$ cat config.mk
export PLATFORM = sky130hd
export DESIGN_NAME = decimal_expression_calculator
export DESIGN_NICKNAME = d
export VERILOG_FILES = /design/src/rtl/dcalc_pkg.sv /design/src/rtl/dcalc_parse.sv /design/src/rtl/dcalc_iter.sv /design/src/rtl/decimal_expression_calculator.sv
export SDC_FILE = /design/constraint.sdc
export NUM_CORES = 2
export LEC_CHECK = 0
export ABC_AREA = 1
export BUFFER_PORTS_ARGS = -buffer_cell sky130_fd_sc_hd__buf_2
export CAP_MARGIN = 20
export CORE_UTILIZATION = 25
export CTS_CLUSTER_SIZE = 20
export DETAILED_ROUTE_END_ITERATION = 16
export GPL_TIMING_DRIVEN = 1
export REMOVE_ABC_BUFFERS = 1
export SLEW_MARGIN = 20
export SYNTH_ARGS = -nofsm -noshare
export SYNTH_HDL_FRONTEND = slang
export SYNTH_SLANG_ARGS = --single-unit
$ cat constraint.sdc
create_clock -name i_clk -period 12.4 [get_ports i_clk]
set_input_delay 1.24 -clock i_clk [delete_from_list [all_inputs] [get_ports i_clk]]
set_output_delay 1.24 -clock i_clk [all_outputs]
set_load 0.01 [all_outputs]
$ cat src/rtl/dcalc_pkg.sv
// Shared types, character codes and helper functions for the decimal calculator.
// No dependencies; every other file of the block imports this package.
`timescale 1ns / 1ps

package dcalc_pkg;

    // Fixed widths of the result fields and of the decimal mantissa
    localparam int VALUE_WIDTH         = 48;
    localparam int MANT_W              = VALUE_WIDTH - 1;
    localparam int DIG_W               = 3;
    localparam int POW_W               = 24;
    localparam int FRACTION_BITS_DEF   = 16;
    localparam int MAX_FRAC_DIGITS_DEF = 4;

    // ASCII codes seen by the parser
    localparam logic [7:0] CH_ZERO  = 8'h30;
    localparam logic [7:0] CH_NINE  = 8'h39;
    localparam logic [7:0] CH_POINT = 8'h2E;
    localparam logic [7:0] CH_MINUS = 8'h2D;
    localparam logic [7:0] CH_PLUS  = 8'h2B;
    localparam logic [7:0] CH_STAR  = 8'h2A;
    localparam logic [7:0] CH_SLASH = 8'h2F;

    // Operator codes
    localparam logic [1:0] OPC_ADD = 2'd0;
    localparam logic [1:0] OPC_SUB = 2'd1;
    localparam logic [1:0] OPC_DIV = 2'd2;
    localparam logic [1:0] OPC_MUL = 2'd3;

    // Status codes
    localparam logic [1:0] STS_OK       = 2'd0;
    localparam logic [1:0] STS_DIV_ZERO = 2'd1;
    localparam logic [1:0] STS_BAD_OP   = 2'd2;

    typedef logic signed [VALUE_WIDTH-1:0] t_value;

    localparam t_value VAL_MAX = {1'b0, {MANT_W{1'b1}}};
    localparam t_value VAL_MIN = {1'b1, {MANT_W{1'b0}}};

    // Input item: one character of the expression
    typedef struct packed {
        logic [7:0] character;
        logic       last_char;
    } t_item;

    // Result item
    typedef struct packed {
        t_value     first_value;
        t_value     second_value;
        t_value     result_value;
        logic [1:0] operator_code;
        logic [1:0] status;
    } t_result;

    // Parsed operands as held by the parser
    typedef struct packed {
        logic              phase;
        logic [7:0]        op_char;
        logic [MANT_W-1:0] mant1;
        logic [DIG_W-1:0]  dig1;
        logic              neg1;
        logic [MANT_W-1:0] mant2;
        logic [DIG_W-1:0]  dig2;
        logic              neg2;
    } t_parse;

    typedef enum logic {
        UOP_DIV,
        UOP_MUL
    } t_unit_op;

    // Request to the shared multiply/divide unit
    typedef struct packed {
        logic     start;
        t_unit_op op;
    } t_unit_req;

    // Status and saturated magnitude from the shared unit
    typedef struct packed {
        logic              busy;
        logic              done;
        logic              big;
        logic [MANT_W-1:0] mag;
    } t_unit_sts;

    typedef enum logic [2:0] {
        ST_IDLE,
        ST_CONV_A,
        ST_WAIT_A,
        ST_CONV_B,
        ST_WAIT_B,
        ST_EVAL,
        ST_WAIT_OP,
        ST_OUT
    } t_state;

    // Power of ten for a fraction digit count
    function automatic logic [POW_W-1:0] pow10(input logic [DIG_W-1:0] n);
        logic [POW_W-1:0] p;
        unique case (n)
            3'd0:    p = 24'd1;
            3'd1:    p = 24'd10;
            3'd2:    p = 24'd100;
            3'd3:    p = 24'd1000;
            3'd4:    p = 24'd10000;
            3'd5:    p = 24'd100000;
            3'd6:    p = 24'd1000000;
            default: p = 24'd10000000;
        endcase
        return p;
    endfunction

    // Signed value from magnitude and sign, saturated
    function automatic t_value from_mag(input logic [MANT_W-1:0] mag,
                                        input logic neg, input logic big);
        t_value pos;
        t_value res;
        pos = t_value'({1'b0, mag});
        if (big) begin
            res = neg ? VAL_MIN : VAL_MAX;
        end else if (neg) begin
            res = -pos;
        end else begin
            res = pos;
        end
        return res;
    endfunction

    // Unsigned magnitude of a signed value; the most negative value maps to 2^(W-1)
    function automatic logic [VALUE_WIDTH-1:0] mag_of(input t_value v);
        logic [VALUE_WIDTH-1:0] u;
        u = v;
        return u[VALUE_WIDTH-1] ? (~u + 1'b1) : u;
    endfunction

    // Clamp a sign-extended sum back to the value range
    function automatic t_value sat_wide(input logic [VALUE_WIDTH:0] s);
        t_value res;
        if (s[VALUE_WIDTH] != s[VALUE_WIDTH-1]) begin
            res = s[VALUE_WIDTH] ? VAL_MIN : VAL_MAX;
        end else begin
            res = t_value'(s[VALUE_WIDTH-1:0]);
        end
        return res;
    endfunction

endpackage

$ cat src/rtl/dcalc_parse.sv
// Character parser: sign, decimal mantissas, fraction digit counts and operator.
// Depends on dcalc_pkg.
`timescale 1ns / 1ps

module dcalc_parse #(
    parameter int MAX_FRACTION_DIGITS = dcalc_pkg::MAX_FRAC_DIGITS_DEF
) (
    input  logic               i_clk,
    input  logic               i_rst_n,
    input  logic               i_accept,
    input  logic [7:0]         i_character,
    input  logic               i_clear,
    output dcalc_pkg::t_parse  o_parse
);
    import dcalc_pkg::*;

    localparam logic [DIG_W-1:0] DIG_LIMIT = DIG_W'(MAX_FRACTION_DIGITS);

    t_parse             r_parse, n_parse;
    logic               r_at_start, n_at_start;
    logic               r_in_frac, n_in_frac;
    logic               is_digit;
    logic [3:0]         digit_val;
    logic [MANT_W-1:0]  cur_mant;
    logic [DIG_W-1:0]   cur_dig;
    logic               skip;
    logic [MANT_W+3:0]  tenfold;
    logic [MANT_W-1:0]  new_mant;
    logic [DIG_W-1:0]   new_dig;

    // Append one digit to the operand being parsed, saturating the mantissa
    always_comb begin
        is_digit  = (i_character >= CH_ZERO) && (i_character <= CH_NINE);
        digit_val = 4'(i_character - CH_ZERO);
        cur_mant  = r_parse.phase ? r_parse.mant2 : r_parse.mant1;
        cur_dig   = r_parse.phase ? r_parse.dig2 : r_parse.dig1;
        skip      = r_in_frac && (cur_dig >= DIG_LIMIT);
        tenfold   = {1'b0, cur_mant, 3'b000} + {3'b000, cur_mant, 1'b0}
                  + {MANT_W'(0), digit_val};
        if (skip) begin
            new_mant = cur_mant;
        end else if (tenfold > {4'b0000, {MANT_W{1'b1}}}) begin
            new_mant = {MANT_W{1'b1}};
        end else begin
            new_mant = tenfold[MANT_W-1:0];
        end
        new_dig = (r_in_frac && !skip) ? cur_dig + 1'b1 : cur_dig;
    end

    // Next parse state for the accepted character
    always_comb begin
        n_parse    = r_parse;
        n_at_start = r_at_start;
        n_in_frac  = r_in_frac;
        if (i_clear) begin
            n_parse    = '0;
            n_at_start = 1'b1;
            n_in_frac  = 1'b0;
        end else if (i_accept) begin
            if (!r_parse.phase) begin
                if (r_at_start && (i_character == CH_MINUS)) begin
                    n_parse.neg1 = 1'b1;
                end else if (is_digit) begin
                    n_parse.mant1 = new_mant;
                    n_parse.dig1  = new_dig;
                end else if (i_character == CH_POINT) begin
                    n_in_frac = 1'b1;
                end else begin
                    n_parse.op_char = i_character;
                    n_parse.phase   = 1'b1;
                    n_in_frac       = 1'b0;
                end
                n_at_start = 1'b0;
            end else begin
                if (is_digit) begin
                    n_parse.mant2 = new_mant;
                    n_parse.dig2  = new_dig;
                end else if (i_character == CH_POINT) begin
                    n_in_frac = 1'b1;
                end else if (i_character == CH_MINUS) begin
                    n_parse.neg2 = 1'b1;
                end
            end
        end
    end

    always_ff @(posedge i_clk) begin
        if (!i_rst_n) begin
            r_parse    <= '0;
            r_at_start <= 1'b1;
            r_in_frac  <= 1'b0;
        end else begin
            r_parse    <= n_parse;
            r_at_start <= n_at_start;
            r_in_frac  <= n_in_frac;
        end
    end

    assign o_parse = r_parse;

endmodule

$ cat src/rtl/dcalc_iter.sv
// Shared iterative unit: restoring divide (one quotient bit per cycle) and
// shift-add multiply (one multiplier bit per cycle) over one adder. Depends on dcalc_pkg.
`timescale 1ns / 1ps

module dcalc_iter #(
    parameter int FRACTION_BITS = dcalc_pkg::FRACTION_BITS_DEF
) (
    input  logic                                               i_clk,
    input  logic                                               i_rst_n,
    input  dcalc_pkg::t_unit_req                               i_req,
    input  logic [dcalc_pkg::VALUE_WIDTH+FRACTION_BITS-1:0]    i_lo,
    input  logic [dcalc_pkg::VALUE_WIDTH-1:0]                  i_opnd,
    output dcalc_pkg::t_unit_sts                               o_sts
);
    import dcalc_pkg::*;

    localparam int W     = VALUE_WIDTH;
    localparam int NW    = W + FRACTION_BITS;
    localparam int CNT_W = $clog2(NW + 1);

    logic             r_busy, n_busy;
    logic             r_done, n_done;
    t_unit_op         r_op, n_op;
    logic [CNT_W-1:0] r_cnt, n_cnt;
    logic [W-1:0]     r_hi, n_hi;
    logic [NW-1:0]    r_lo, n_lo;
    logic [W-1:0]     r_opnd, n_opnd;

    logic [W+1:0]     add_a, add_b, add_s;
    logic             add_c;
    logic             ge;
    logic [W-1:0]     step_hi;
    logic [NW-1:0]    step_lo;
    logic [2*W-1:0]   prod;

    // One step: trial subtract for divide, conditional add and shift for multiply
    always_comb begin
        if (r_op == UOP_DIV) begin
            add_a = {1'b0, r_hi, r_lo[NW-1]};
            add_b = ~{2'b00, r_opnd};
            add_c = 1'b1;
        end else begin
            add_a = {2'b00, r_hi};
            add_b = r_lo[0] ? {2'b00, r_opnd} : {(W+2){1'b0}};
            add_c = 1'b0;
        end
        add_s = add_a + add_b + {{(W+1){1'b0}}, add_c};
        ge    = !add_s[W+1];
        if (r_op == UOP_DIV) begin
            step_hi = ge ? add_s[W-1:0] : add_a[W-1:0];
            step_lo = {r_lo[NW-2:0], ge};
        end else begin
            step_hi = add_s[W:1];
            step_lo = {{FRACTION_BITS{1'b0}}, add_s[0], r_lo[W-1:1]};
        end
    end

    // Load on start, iterate while busy, flag done after the last step
    always_comb begin
        n_busy = r_busy;
        n_done = 1'b0;
        n_op   = r_op;
        n_cnt  = r_cnt;
        n_hi   = r_hi;
        n_lo   = r_lo;
        n_opnd = r_opnd;
        if (i_req.start && !r_busy) begin
            n_busy = 1'b1;
            n_op   = i_req.op;
            n_cnt  = (i_req.op == UOP_DIV) ? CNT_W'(NW) : CNT_W'(W);
            n_hi   = '0;
            n_lo   = i_lo;
            n_opnd = i_opnd;
        end else if (r_busy) begin
            n_hi  = step_hi;
            n_lo  = step_lo;
            n_cnt = r_cnt - 1'b1;
            if (r_cnt == CNT_W'(1)) begin
                n_busy = 1'b0;
                n_done = 1'b1;
            end
        end
    end

    always_ff @(posedge i_clk) begin
        if (!i_rst_n) begin
            r_busy <= 1'b0;
            r_done <= 1'b0;
            r_op   <= UOP_DIV;
            r_cnt  <= '0;
        end else begin
            r_busy <= n_busy;
            r_done <= n_done;
            r_op   <= n_op;
            r_cnt  <= n_cnt;
        end
    end

    always_ff @(posedge i_clk) begin
        r_hi   <= n_hi;
        r_lo   <= n_lo;
        r_opnd <= n_opnd;
    end

    // Saturated magnitude: quotient for divide, product scaled down for multiply
    always_comb begin
        prod       = {r_hi, r_lo[W-1:0]};
        o_sts.busy = r_busy;
        o_sts.done = r_done;
        if (r_op == UOP_DIV) begin
            o_sts.mag = r_lo[MANT_W-1:0];
            o_sts.big = |r_lo[NW-1:MANT_W];
        end else begin
            o_sts.mag = prod[FRACTION_BITS+MANT_W-1:FRACTION_BITS];
            o_sts.big = |prod[2*W-1:FRACTION_BITS+MANT_W];
        end
    end

endmodule

$ cat src/rtl/decimal_expression_calculator.sv
// Decimal expression calculator: takes an expression such as -12.5*3.25 one ASCII
// character per item and, on the item marked last, returns both operands and the
// sum, difference, product or quotient as signed fixed point with FRACTION_BITS
// fraction bits, truncated and saturated, plus the operator code and a status.
// The last character of an expression starts a
// sequence on one shared divide/multiply unit that retires one bit per cycle:
// two conversions of the operands to fixed point, then either an add, subtract or
// error result formed directly, or a divide or multiply on the shared unit.
// While a result waits to be taken, the characters of the next
// expression are accepted, up to and including its last one.
// Depends on dcalc_pkg, dcalc_parse and dcalc_iter.
`timescale 1ns / 1ps

module decimal_expression_calculator #(
    parameter int FRACTION_BITS       = dcalc_pkg::FRACTION_BITS_DEF,
    parameter int MAX_FRACTION_DIGITS = dcalc_pkg::MAX_FRAC_DIGITS_DEF
) (
    input  logic               i_clk,
    input  logic               i_rst_n,
    input  logic               i_in_valid,
    output logic               o_in_ready,
    input  dcalc_pkg::t_item   i_item,
    output logic               o_out_valid,
    input  logic               i_out_ready,
    output dcalc_pkg::t_result o_result
);
    import dcalc_pkg::*;

    localparam int W  = VALUE_WIDTH;
    localparam int NW = W + FRACTION_BITS;

    t_state        r_state, n_state;
    logic          r_pend, n_pend;
    t_value        r_a, r_b;
    t_result       r_out;

    logic          in_acc, out_acc;
    t_parse        parse;
    t_unit_req     unit_req;
    logic [NW-1:0] unit_lo;
    logic [W-1:0]  unit_opnd;
    t_unit_sts     unit_sts;

    logic          is_add, is_sub, is_div, is_mul, use_unit, op_neg;
    logic          cap_a, cap_b, finish;
    logic [1:0]    op_code, op_status;
    logic [W:0]    sum_ext;
    t_value        direct_res;
    logic [W-1:0]  mag_a, mag_b;

    assign in_acc  = i_in_valid && o_in_ready;
    assign out_acc = o_out_valid && i_out_ready;

    dcalc_parse #(
        .MAX_FRACTION_DIGITS (MAX_FRACTION_DIGITS)
    ) u_parse (
        .i_clk       (i_clk),
        .i_rst_n     (i_rst_n),
        .i_accept    (in_acc),
        .i_character (i_item.character),
        .i_clear     (finish),
        .o_parse     (parse)
    );

    dcalc_iter #(
        .FRACTION_BITS (FRACTION_BITS)
    ) u_iter (
        .i_clk   (i_clk),
        .i_rst_n (i_rst_n),
        .i_req   (unit_req),
        .i_lo    (unit_lo),
        .i_opnd  (unit_opnd),
        .o_sts   (unit_sts)
    );

    // Decode the operator and form add/subtract and error results
    always_comb begin
        is_add     = parse.phase && (parse.op_char == CH_PLUS);
        is_sub     = parse.phase && (parse.op_char == CH_MINUS);
        is_div     = parse.phase && (parse.op_char == CH_SLASH);
        is_mul     = parse.phase && (parse.op_char == CH_STAR);
        mag_a      = mag_of(r_a);
        mag_b      = mag_of(r_b);
        op_neg     = r_a[W-1] ^ r_b[W-1];
        sum_ext    = {r_a[W-1], r_a} + (is_sub ? ~{r_b[W-1], r_b} : {r_b[W-1], r_b})
                   + {{W{1'b0}}, is_sub};
        use_unit   = is_mul || (is_div && (r_b != '0));
        op_status  = STS_OK;
        direct_res = '0;
        if (is_add) begin
            op_code    = OPC_ADD;
            direct_res = sat_wide(sum_ext);
        end else if (is_sub) begin
            op_code    = OPC_SUB;
            direct_res = sat_wide(sum_ext);
        end else if (is_div) begin
            op_code = OPC_DIV;
            if (r_b == '0) begin
                op_status = STS_DIV_ZERO;
            end
        end else if (is_mul) begin
            op_code = OPC_MUL;
        end else begin
            op_code   = OPC_ADD;
            op_status = STS_BAD_OP;
        end
    end

    // Next state
    always_comb begin
        n_state = r_state;
        unique case (r_state)
            ST_IDLE: begin
                if (in_acc && i_item.last_char) begin
                    n_state = ST_CONV_A;
                end
            end
            ST_CONV_A: n_state = ST_WAIT_A;
            ST_WAIT_A: begin
                if (unit_sts.done) begin
                    n_state = ST_CONV_B;
                end
            end
            ST_CONV_B: n_state = ST_WAIT_B;
            ST_WAIT_B: begin
                if (unit_sts.done) begin
                    n_state = ST_EVAL;
                end
            end
            ST_EVAL: n_state = use_unit ? ST_WAIT_OP : ST_OUT;
            ST_WAIT_OP: begin
                if (unit_sts.done) begin
                    n_state = ST_OUT;
                end
            end
            ST_OUT: begin
                if (out_acc) begin
                    n_state = (r_pend || (in_acc && i_item.last_char)) ? ST_CONV_A : ST_IDLE;
                end
            end
            default: n_state = ST_IDLE;
        endcase
    end

    // State outputs: handshakes, unit requests and capture strobes
    always_comb begin
        o_in_ready     = 1'b0;
        o_out_valid    = 1'b0;
        unit_req.start = 1'b0;
        unit_req.op    = UOP_DIV;
        unit_lo        = '0;
        unit_opnd      = '0;
        cap_a          = 1'b0;
        cap_b          = 1'b0;
        finish         = 1'b0;
        unique case (r_state)
            ST_IDLE: o_in_ready = 1'b1;
            ST_CONV_A: begin
                unit_req.start = 1'b1;
                unit_lo        = {1'b0, parse.mant1, {FRACTION_BITS{1'b0}}};
                unit_opnd      = {{(W-POW_W){1'b0}}, pow10(parse.dig1)};
            end
            ST_WAIT_A: cap_a = unit_sts.done;
            ST_CONV_B: begin
                unit_req.start = 1'b1;
                unit_lo        = {1'b0, parse.mant2, {FRACTION_BITS{1'b0}}};
                unit_opnd      = {{(W-POW_W){1'b0}}, pow10(parse.dig2)};
            end
            ST_WAIT_B: cap_b = unit_sts.done;
            ST_EVAL: begin
                unit_req.start = use_unit;
                unit_req.op    = is_div ? UOP_DIV : UOP_MUL;
                unit_lo        = is_div ? {mag_a, {FRACTION_BITS{1'b0}}}
                                        : {{FRACTION_BITS{1'b0}}, mag_a};
                unit_opnd      = mag_b;
                finish         = !use_unit;
            end
            ST_WAIT_OP: finish = unit_sts.done;
            ST_OUT: begin
                o_out_valid = 1'b1;
                o_in_ready  = !r_pend;
            end
            default: o_in_ready = 1'b0;
        endcase
    end

    // Hold a last character taken while the previous result still waits
    always_comb begin
        n_pend = r_pend;
        if (out_acc) begin
            n_pend = 1'b0;
        end else if (r_state == ST_OUT && in_acc && i_item.last_char) begin
            n_pend = 1'b1;
        end
    end

    always_ff @(posedge i_clk) begin
        if (!i_rst_n) begin
            r_state <= ST_IDLE;
            r_pend  <= 1'b0;
        end else begin
            r_state <= n_state;
            r_pend  <= n_pend;
        end
    end

    // Capture converted operands and the finished result
    always_ff @(posedge i_clk) begin
        if (cap_a) begin
            r_a <= from_mag(unit_sts.mag, parse.neg1, unit_sts.big);
        end
        if (cap_b) begin
            r_b <= from_mag(unit_sts.mag, parse.neg2, unit_sts.big);
        end
        if (finish) begin
            r_out.first_value   <= r_a;
            r_out.second_value  <= r_b;
            r_out.result_value  <= use_unit ? from_mag(unit_sts.mag, op_neg, unit_sts.big)
                                            : direct_res;
            r_out.operator_code <= op_code;
            r_out.status        <= op_status;
        end
    end

    assign o_result = r_out;

`ifndef SYNTHESIS
    // The shared unit is never asked to start while it is still iterating
    a_no_start_busy: assert property (@(posedge i_clk) disable iff (!i_rst_n)
        unit_req.start |-> !unit_sts.busy)
        else $error("shared unit started while busy");

    // A done pulse only arrives while the sequencer waits for it
    a_done_waited: assert property (@(posedge i_clk) disable iff (!i_rst_n)
        unit_sts.done |-> (r_state == ST_WAIT_A || r_state == ST_WAIT_B
                           || r_state == ST_WAIT_OP))
        else $error("unit done outside a wait state");

    // Division by zero is reported only with a zero divisor and the divide code
    a_div_zero: assert property (@(posedge i_clk) disable iff (!i_rst_n)
        (o_out_valid && o_result.status == STS_DIV_ZERO) |->
            (o_result.second_value == '0 && o_result.operator_code == OPC_DIV))
        else $error("division by zero flagged with nonzero divisor");

    // With nothing pending, taking the result reopens the input
    a_reopen: assert property (@(posedge i_clk) disable iff (!i_rst_n)
        (out_acc && !r_pend && !(in_acc && i_item.last_char)) |=> o_in_ready)
        else $error("input not ready after result taken");
`endif

endmodule
# --- After elaboration in Yosys (flattened, before gate mapping) ---
# Index checks and enable logic that the tools add are counted.
totals:
  regBits: 531
  word_cells: 209
classes:
  n_lt_le_gt_ge: 4
  n_reduce_logical: 43
  n_addsub: 12
  n_eq_ne: 34
  bitwise: 11
  muxes: 78
op_table:
  columns: ["operator", "count"]
  rows:
  - ["two-way mux 48 bit", 20]
  - ["case mux 24 bit (7 select lines)", 2]
  - ["two-way mux 64 bit", 4]
  - ["case mux 64 bit (3 select lines)", 1]
  - ["case mux 48 bit (3 select lines)", 1]
  - ["two-way mux 47 bit", 3]
  - ["two-way mux 50 bit", 2]
  - ["two-way mux 49 bit", 2]
  - ["adder 48 x 1 -> 48 bit (second input constant)", 2]
  - ["inverter 48 bit", 2]
  - ["two-way mux 60 bit", 1]
  - ["two-way mux 59 bit", 1]
  - ["adder 50 x 48 -> 51 bit", 1]
  - ["adder 51 x 4 -> 51 bit", 1]
  - ["> comparator 51 x 47 -> 1 bit (second input constant)", 1]
  - ["adder 49 x 50 -> 50 bit", 1]
  - ["adder 50 x 1 -> 50 bit", 1]
  - ["inverter 48 -> 50 bit", 1]
  - ["adder 49 x 1 -> 49 bit", 1]
  - ["adder 49 bit", 1]
  - ["inverter 49 bit", 1]
  - ["== test 8 x 6 -> 1 bit (second input constant)", 6]
  - ["zero test 48 bit", 1]
  - ["negation 47 -> 48 bit", 1]
  - ["36 further kinds", 124]

# --- Logic depth before layout (Yosys ltp) ---
depth:
  depth_word: 10
  ltp_mapped: 27

# --- Cells and area by module ---
# Synthesis repeated with hierarchy kept, for this count alone.
unflattened:
  hier_cells: 6411
  area_unflattened_um2: 42892.4
by_module_without_submodules:
  columns: ["mod", "cells_each", "area_each_um2", "instances"]
  rows:
  - ["decimal_expression_calculator", 2547, 19178.4, 1]
  - ["dcalc_iter", 2129, 13307.8, 1]
  - ["dcalc_parse", 1735, 10406.2, 1]

# --- Worst setup path before layout ---
# OpenSTA, ideal clock, no wires.
synth_path:
  kind: "reg2reg"
  startpoint: "reg r_state[1]"
  endpoint: "reg u_parse.r_parse (netlist bit u_parse.o_parse[1])"
  synth_period_minus_slack_ns: 8.182
  stages_incl_launch_ff: 8
  path_slack_ns: 4.218
  arrival_ns: 8.034
  n_path_buf: 2
  t_required_ns: 12.253
  cell_sequence: "dfxtp_1 -> buf_2 -> nand3_1 -> o21ai_1 -> nor2_2 -> clkinv_1 -> clkbuf_1 -> a211oi_1"
synth_between:
  elab_cells_between_ends: 9
synth_lines:
  columns: ["element", "line", "source"]
  rows:
  - ["start, declared", "decimal_expression_calculator.sv:32", "t_state r_state, n_state;"]
  - ["start signal, assigned", "decimal_expression_calculator.sv:202", "r_state <= n_state;"]
  - ["== test 3 bit", "decimal_expression_calculator.sv:156", "unique case (r_state)"]
  - ["case mux 1 bit (2 select lines) (*)", "decimal_expression_calculator.sv:156", null]
  - ["via finish", "decimal_expression_calculator.sv:45", "logic cap_a, cap_b, finish;"]
  - ["OR reduction 2 bit (no source line) (*)", null, null]
  - ["end signal, assigned", "dcalc_parse.sv:93", "r_parse <= n_parse;"]
  - ["end, declared", "dcalc_parse.sv:19", "t_parse r_parse, n_parse;"]
# Mark *: on every way through the listed nets, which the timed path passes. The rest lies on a longest branch.
# A chain may end at the register's enable or synchronous reset.

# --- Final worst setup path ---
layout_path:
  startpoint: "reg u_iter.r_op"
  endpoint: "reg u_iter.r_hi[24]"
layout_between:
  elab_chain_len: 5
  elab_cells_between_ends: 7
layout_rtl:
  columns: ["element", "line", "source"]
  rows:
  - ["start, declared", "dcalc_iter.sv:23", "t_unit_op r_op, n_op;"]
  - ["start signal, assigned", "dcalc_iter.sv:94", "r_op <= n_op;"]
  - ["two-way mux 49 bit or two-way mux 50 bit (tied branches)", "dcalc_iter.sv:38", "if (r_op == UOP_DIV) begin"]
  - ["adder 49 x 50 -> 50 bit", "dcalc_iter.sv:47", "add_s = add_a + add_b + {{(W+1){1'b0}}, add_c};"]
  - ["adder 50 x 1 -> 50 bit", "dcalc_iter.sv:47", null]
  - ["two-way mux 48 bit", "dcalc_iter.sv:50", "step_hi = ge ? add_s[W-1:0] : add_a[W-1:0];"]
  - ["two-way mux 48 bit (*)", "dcalc_iter.sv:49", "if (r_op == UOP_DIV) begin"]
  - ["end signal, assigned", "dcalc_iter.sv:100", "r_hi <= n_hi;"]
  - ["end, declared", "dcalc_iter.sv:25", "logic [W-1:0] r_hi, n_hi;"]
# Mark *: on every way between the ends. The rest lies on a longest branch, timed or not.

==> results.yml <==
outcome:
  status: "complete, no violations"
yosys:
  synth-seq-area-share_pct: 34.3
  ys_ff_latch: 531
  syn_inst: 6050
  synth_ff_type: "edfxtp_1"
  yosys_warnings: 0
  syn_avg_cell_area_sq_um: 6.85
  synth_edf_count: 356
  synth_cell_types: 56
  ys_async_sr_fraction_pct: 0
  synth_area_sq_um: 41400
final_layout:
  fin_nets: 6303
  layout_common_cells: "nand2_1, inv_1, nor2_1"
  drive_above_1_share_pct: 7.24
  final_util_pct: 28.3
  mostFrequentLayoutCell: "nand2_1"
  final_cells: 8333
  syn_to_final_growth_pct: 12.7
  final_area_sq_um: 46700
  antenna_cells: 0
placed_design:
  place_area_sq_um: 44500
  pre_cts_ws_ns: 6.71
  place_inst: 8212
  dp_hpwl_um: 141000
  gp_congestion: 1.01
  port_buffers: 162
timing:
  setup-violations-final: 0
  rsz0062_at_grt: "no"
  period_share_pct: 46.6
  worst_pin_slew_ns: 1.30
  slew-limit-headroom_pct: 13.6
  slew_viol_final: 0
  post-route-min-period_ns: 5.77
  fin_skew_ns: 0.0351
  hold_viol: 0
  fin_ws_ns: 6.63
  fmax_ghz: 0.173
  fin_tns_setup_ns: 0
clock_tree:
  tritoncts: "yes"
  clk_path_buf_depth: 3
  cts_buffers: 67
  cts.sinks: 531
  clock-root-buffer: "clkbuf_16"
  clk_latency_ns: 0.69
  clk_pin_slew_worst_paths_ns: 0.06
  cts.repair.resized: 0
  post_cts_buffers: 0
  cts_max_level: 3
  hold_buffers: 0
power_and_ir_drop:
  ir_worst_vdd_uv: 137
  p_leak_nw: 20.2
  pwr_density_cell_nw_per_um2: 173
job:
  max_cap_viol_count: 0
worst_setup_path:
  cpLargestDelayFamily: "simple AND/OR/NAND/NOR gates"
  cpMostUsedCell: "nand2_1"
  startpoint_type: "flop"
  endpoint_kind: "flop"
  path_cells: "clkinv_2 -> buf_4 -> or2_2 -> o21a_1 -> ha_1 -> a21o_1 -> nor2_1 -> o21ai_0 -> nand2_1 -> nand2_1 -> nand3_1 -> nand2_1 -> nor2_2 -> buf_4 -> nand2_1 -> nand3_1 -> nand2_1 -> o21ai_0"
  critPathSlowestCell: "nor2_2"
  cp_num_buf_inv: 3
  worstPathArrival_ns: 6.36
  crit_path_max_fanout: 73
  critPathKind: "flop to flop"
  slowest_delay_ns: 0.63
  crit_required_ns: 12.99
floorplan:
  die_w_um: 409
  coreArea_sq_um: 165000
  start_util_pct: 25.1
  die-area_sq_um: 167000
  die_y_um: 409
  ios: 163
  rows: 149
routing:
  viasPerCell: 5.17
  route.detailed.drc: 0
  drt_iter0_markers: 5171
  vias: 43100
  wl_per_cell_um: 21.5
  drt-total-wl_um: 179000
  postRouteAntennaNets: 0
  dr.pass1.iters: 7
global_routing:
  grt_usage_pct: 20.7
  grt_pass1_vias: 40200
  grt_max_degree: 149
  antenna_found_initial: 15
  grt_pass1_wl_um: 263000
  overflow: 0
hold_path:
  hold_class: "flop to flop"
==> layer usage <==
metal,share of wire (%),vias to the layer above,global-route usage [%],wire [um]
li1,-,20400,-,-
met1,45,20600,29.4,81000
met2,43,1841,31.6,77700
met3,8.5,251,3.74,15300
met4,2.8,12,5.93,5060
met5,0.049,-,0,88
==> sequential cells by signal (all words and copies together), names as in the netlist, 3 cells and up <==
| signal | cells |
|---|---|
| o_result | 148 |
| u_iter.r_lo | 64 |
| r_a | 48 |
| r_state | 3 |
| r_b | 48 |
| u_iter.r_cnt | 7 |
| u_iter.r_opnd | 48 |
| u_iter.r_hi | 48 |
| u_parse.o_parse | 111 |
==> metrics by stage <==
step                total power [mW]  hold slack (ns)
floorplan                       4.86            0.426
global placement                5.97            0.435
detailed placement              6.01            0.445
CTS                             8.05            0.465
global route                    8.59            0.489
finish                          8.08            0.468
==> worst min-delay path, cell delays in order, from the launching register on <==
cell      delay, ns
dfxtp_1        0.29
inv_1          0.06
a211oi_1       0.06
==> report_power, final <==
part	switching [mW]	internal [mW]	leakage [nW]
Clock	0.872	1.16	1.07
Combinational	2.55	1.04	14.4
Sequential	0.212	2.24	4.74
Total	3.63	4.45	20.2
==> synthesized netlist by cell type, drive strengths merged, types with 7 or more instances <==
master	instances	area, sq um
o31ai	7	52.6
nand4	86	557
edfxtp	356	10700
nor4	31	194
or2	59	369
o21bai	22	165
xnor2	34	298
buf	71	359
a41oi	11	96.3
xor2	178	1560
a211oi	17	128
nand3b	9	67.6
a31oi	34	213
o22ai	121	757
nor2	722	2750
a21o	22	165
nand3	449	2260
inv	742	2790
a21boi	10	75.1
a22oi	35	263
o211ai	32	240
o21a	17	128
o21ai	481	2430
nand2	1425	5370
clkbuf	164	616
ha	193	2410
nor3	79	435
dfxtp	175	3500
a21oi	428	2150
==> worst paths after layout <==
kind	startpoint	to	slack, ns	depth (start not counted)
setup / recovery	u_iter.r_op	u_iter.r_hi[24]	6.63	18
hold / removal	u_parse.o_parse[106]	u_parse.o_parse[106]	0.47	2
setup reg to reg	u_iter.r_op	u_iter.r_hi[24]	6.63	18
hold reg to reg	u_parse.o_parse[106]	u_parse.o_parse[106]	0.47	2
==> kinds of logic (layout without fill, tap and decap cells) <==
group,after synthesis,count (layout),synth area share [%]
simple gates,2872,2872,29.1
compound gates,1254,1254,16.9
buf+inv,982,1076,9.12
flops,531,531,34.3
xor+xnor,212,212,4.48
fa+ha+maj,198,198,6.07
mux,1,1,0.0242
==> final cells by class <==
type                            instances  area, sq um
Fill cell                           18300       118000
Multi-Input combinational cell       4537        23600
Sequential cell                       531        14200
Inverter                              747         2810
Tap cell                             2189         2740
Clock buffer                           85         1870
Timing Repair Buffer                  208         1170
Clock inverter                         36          348
No activity file was read; power rests on OpenSTA's default activity.
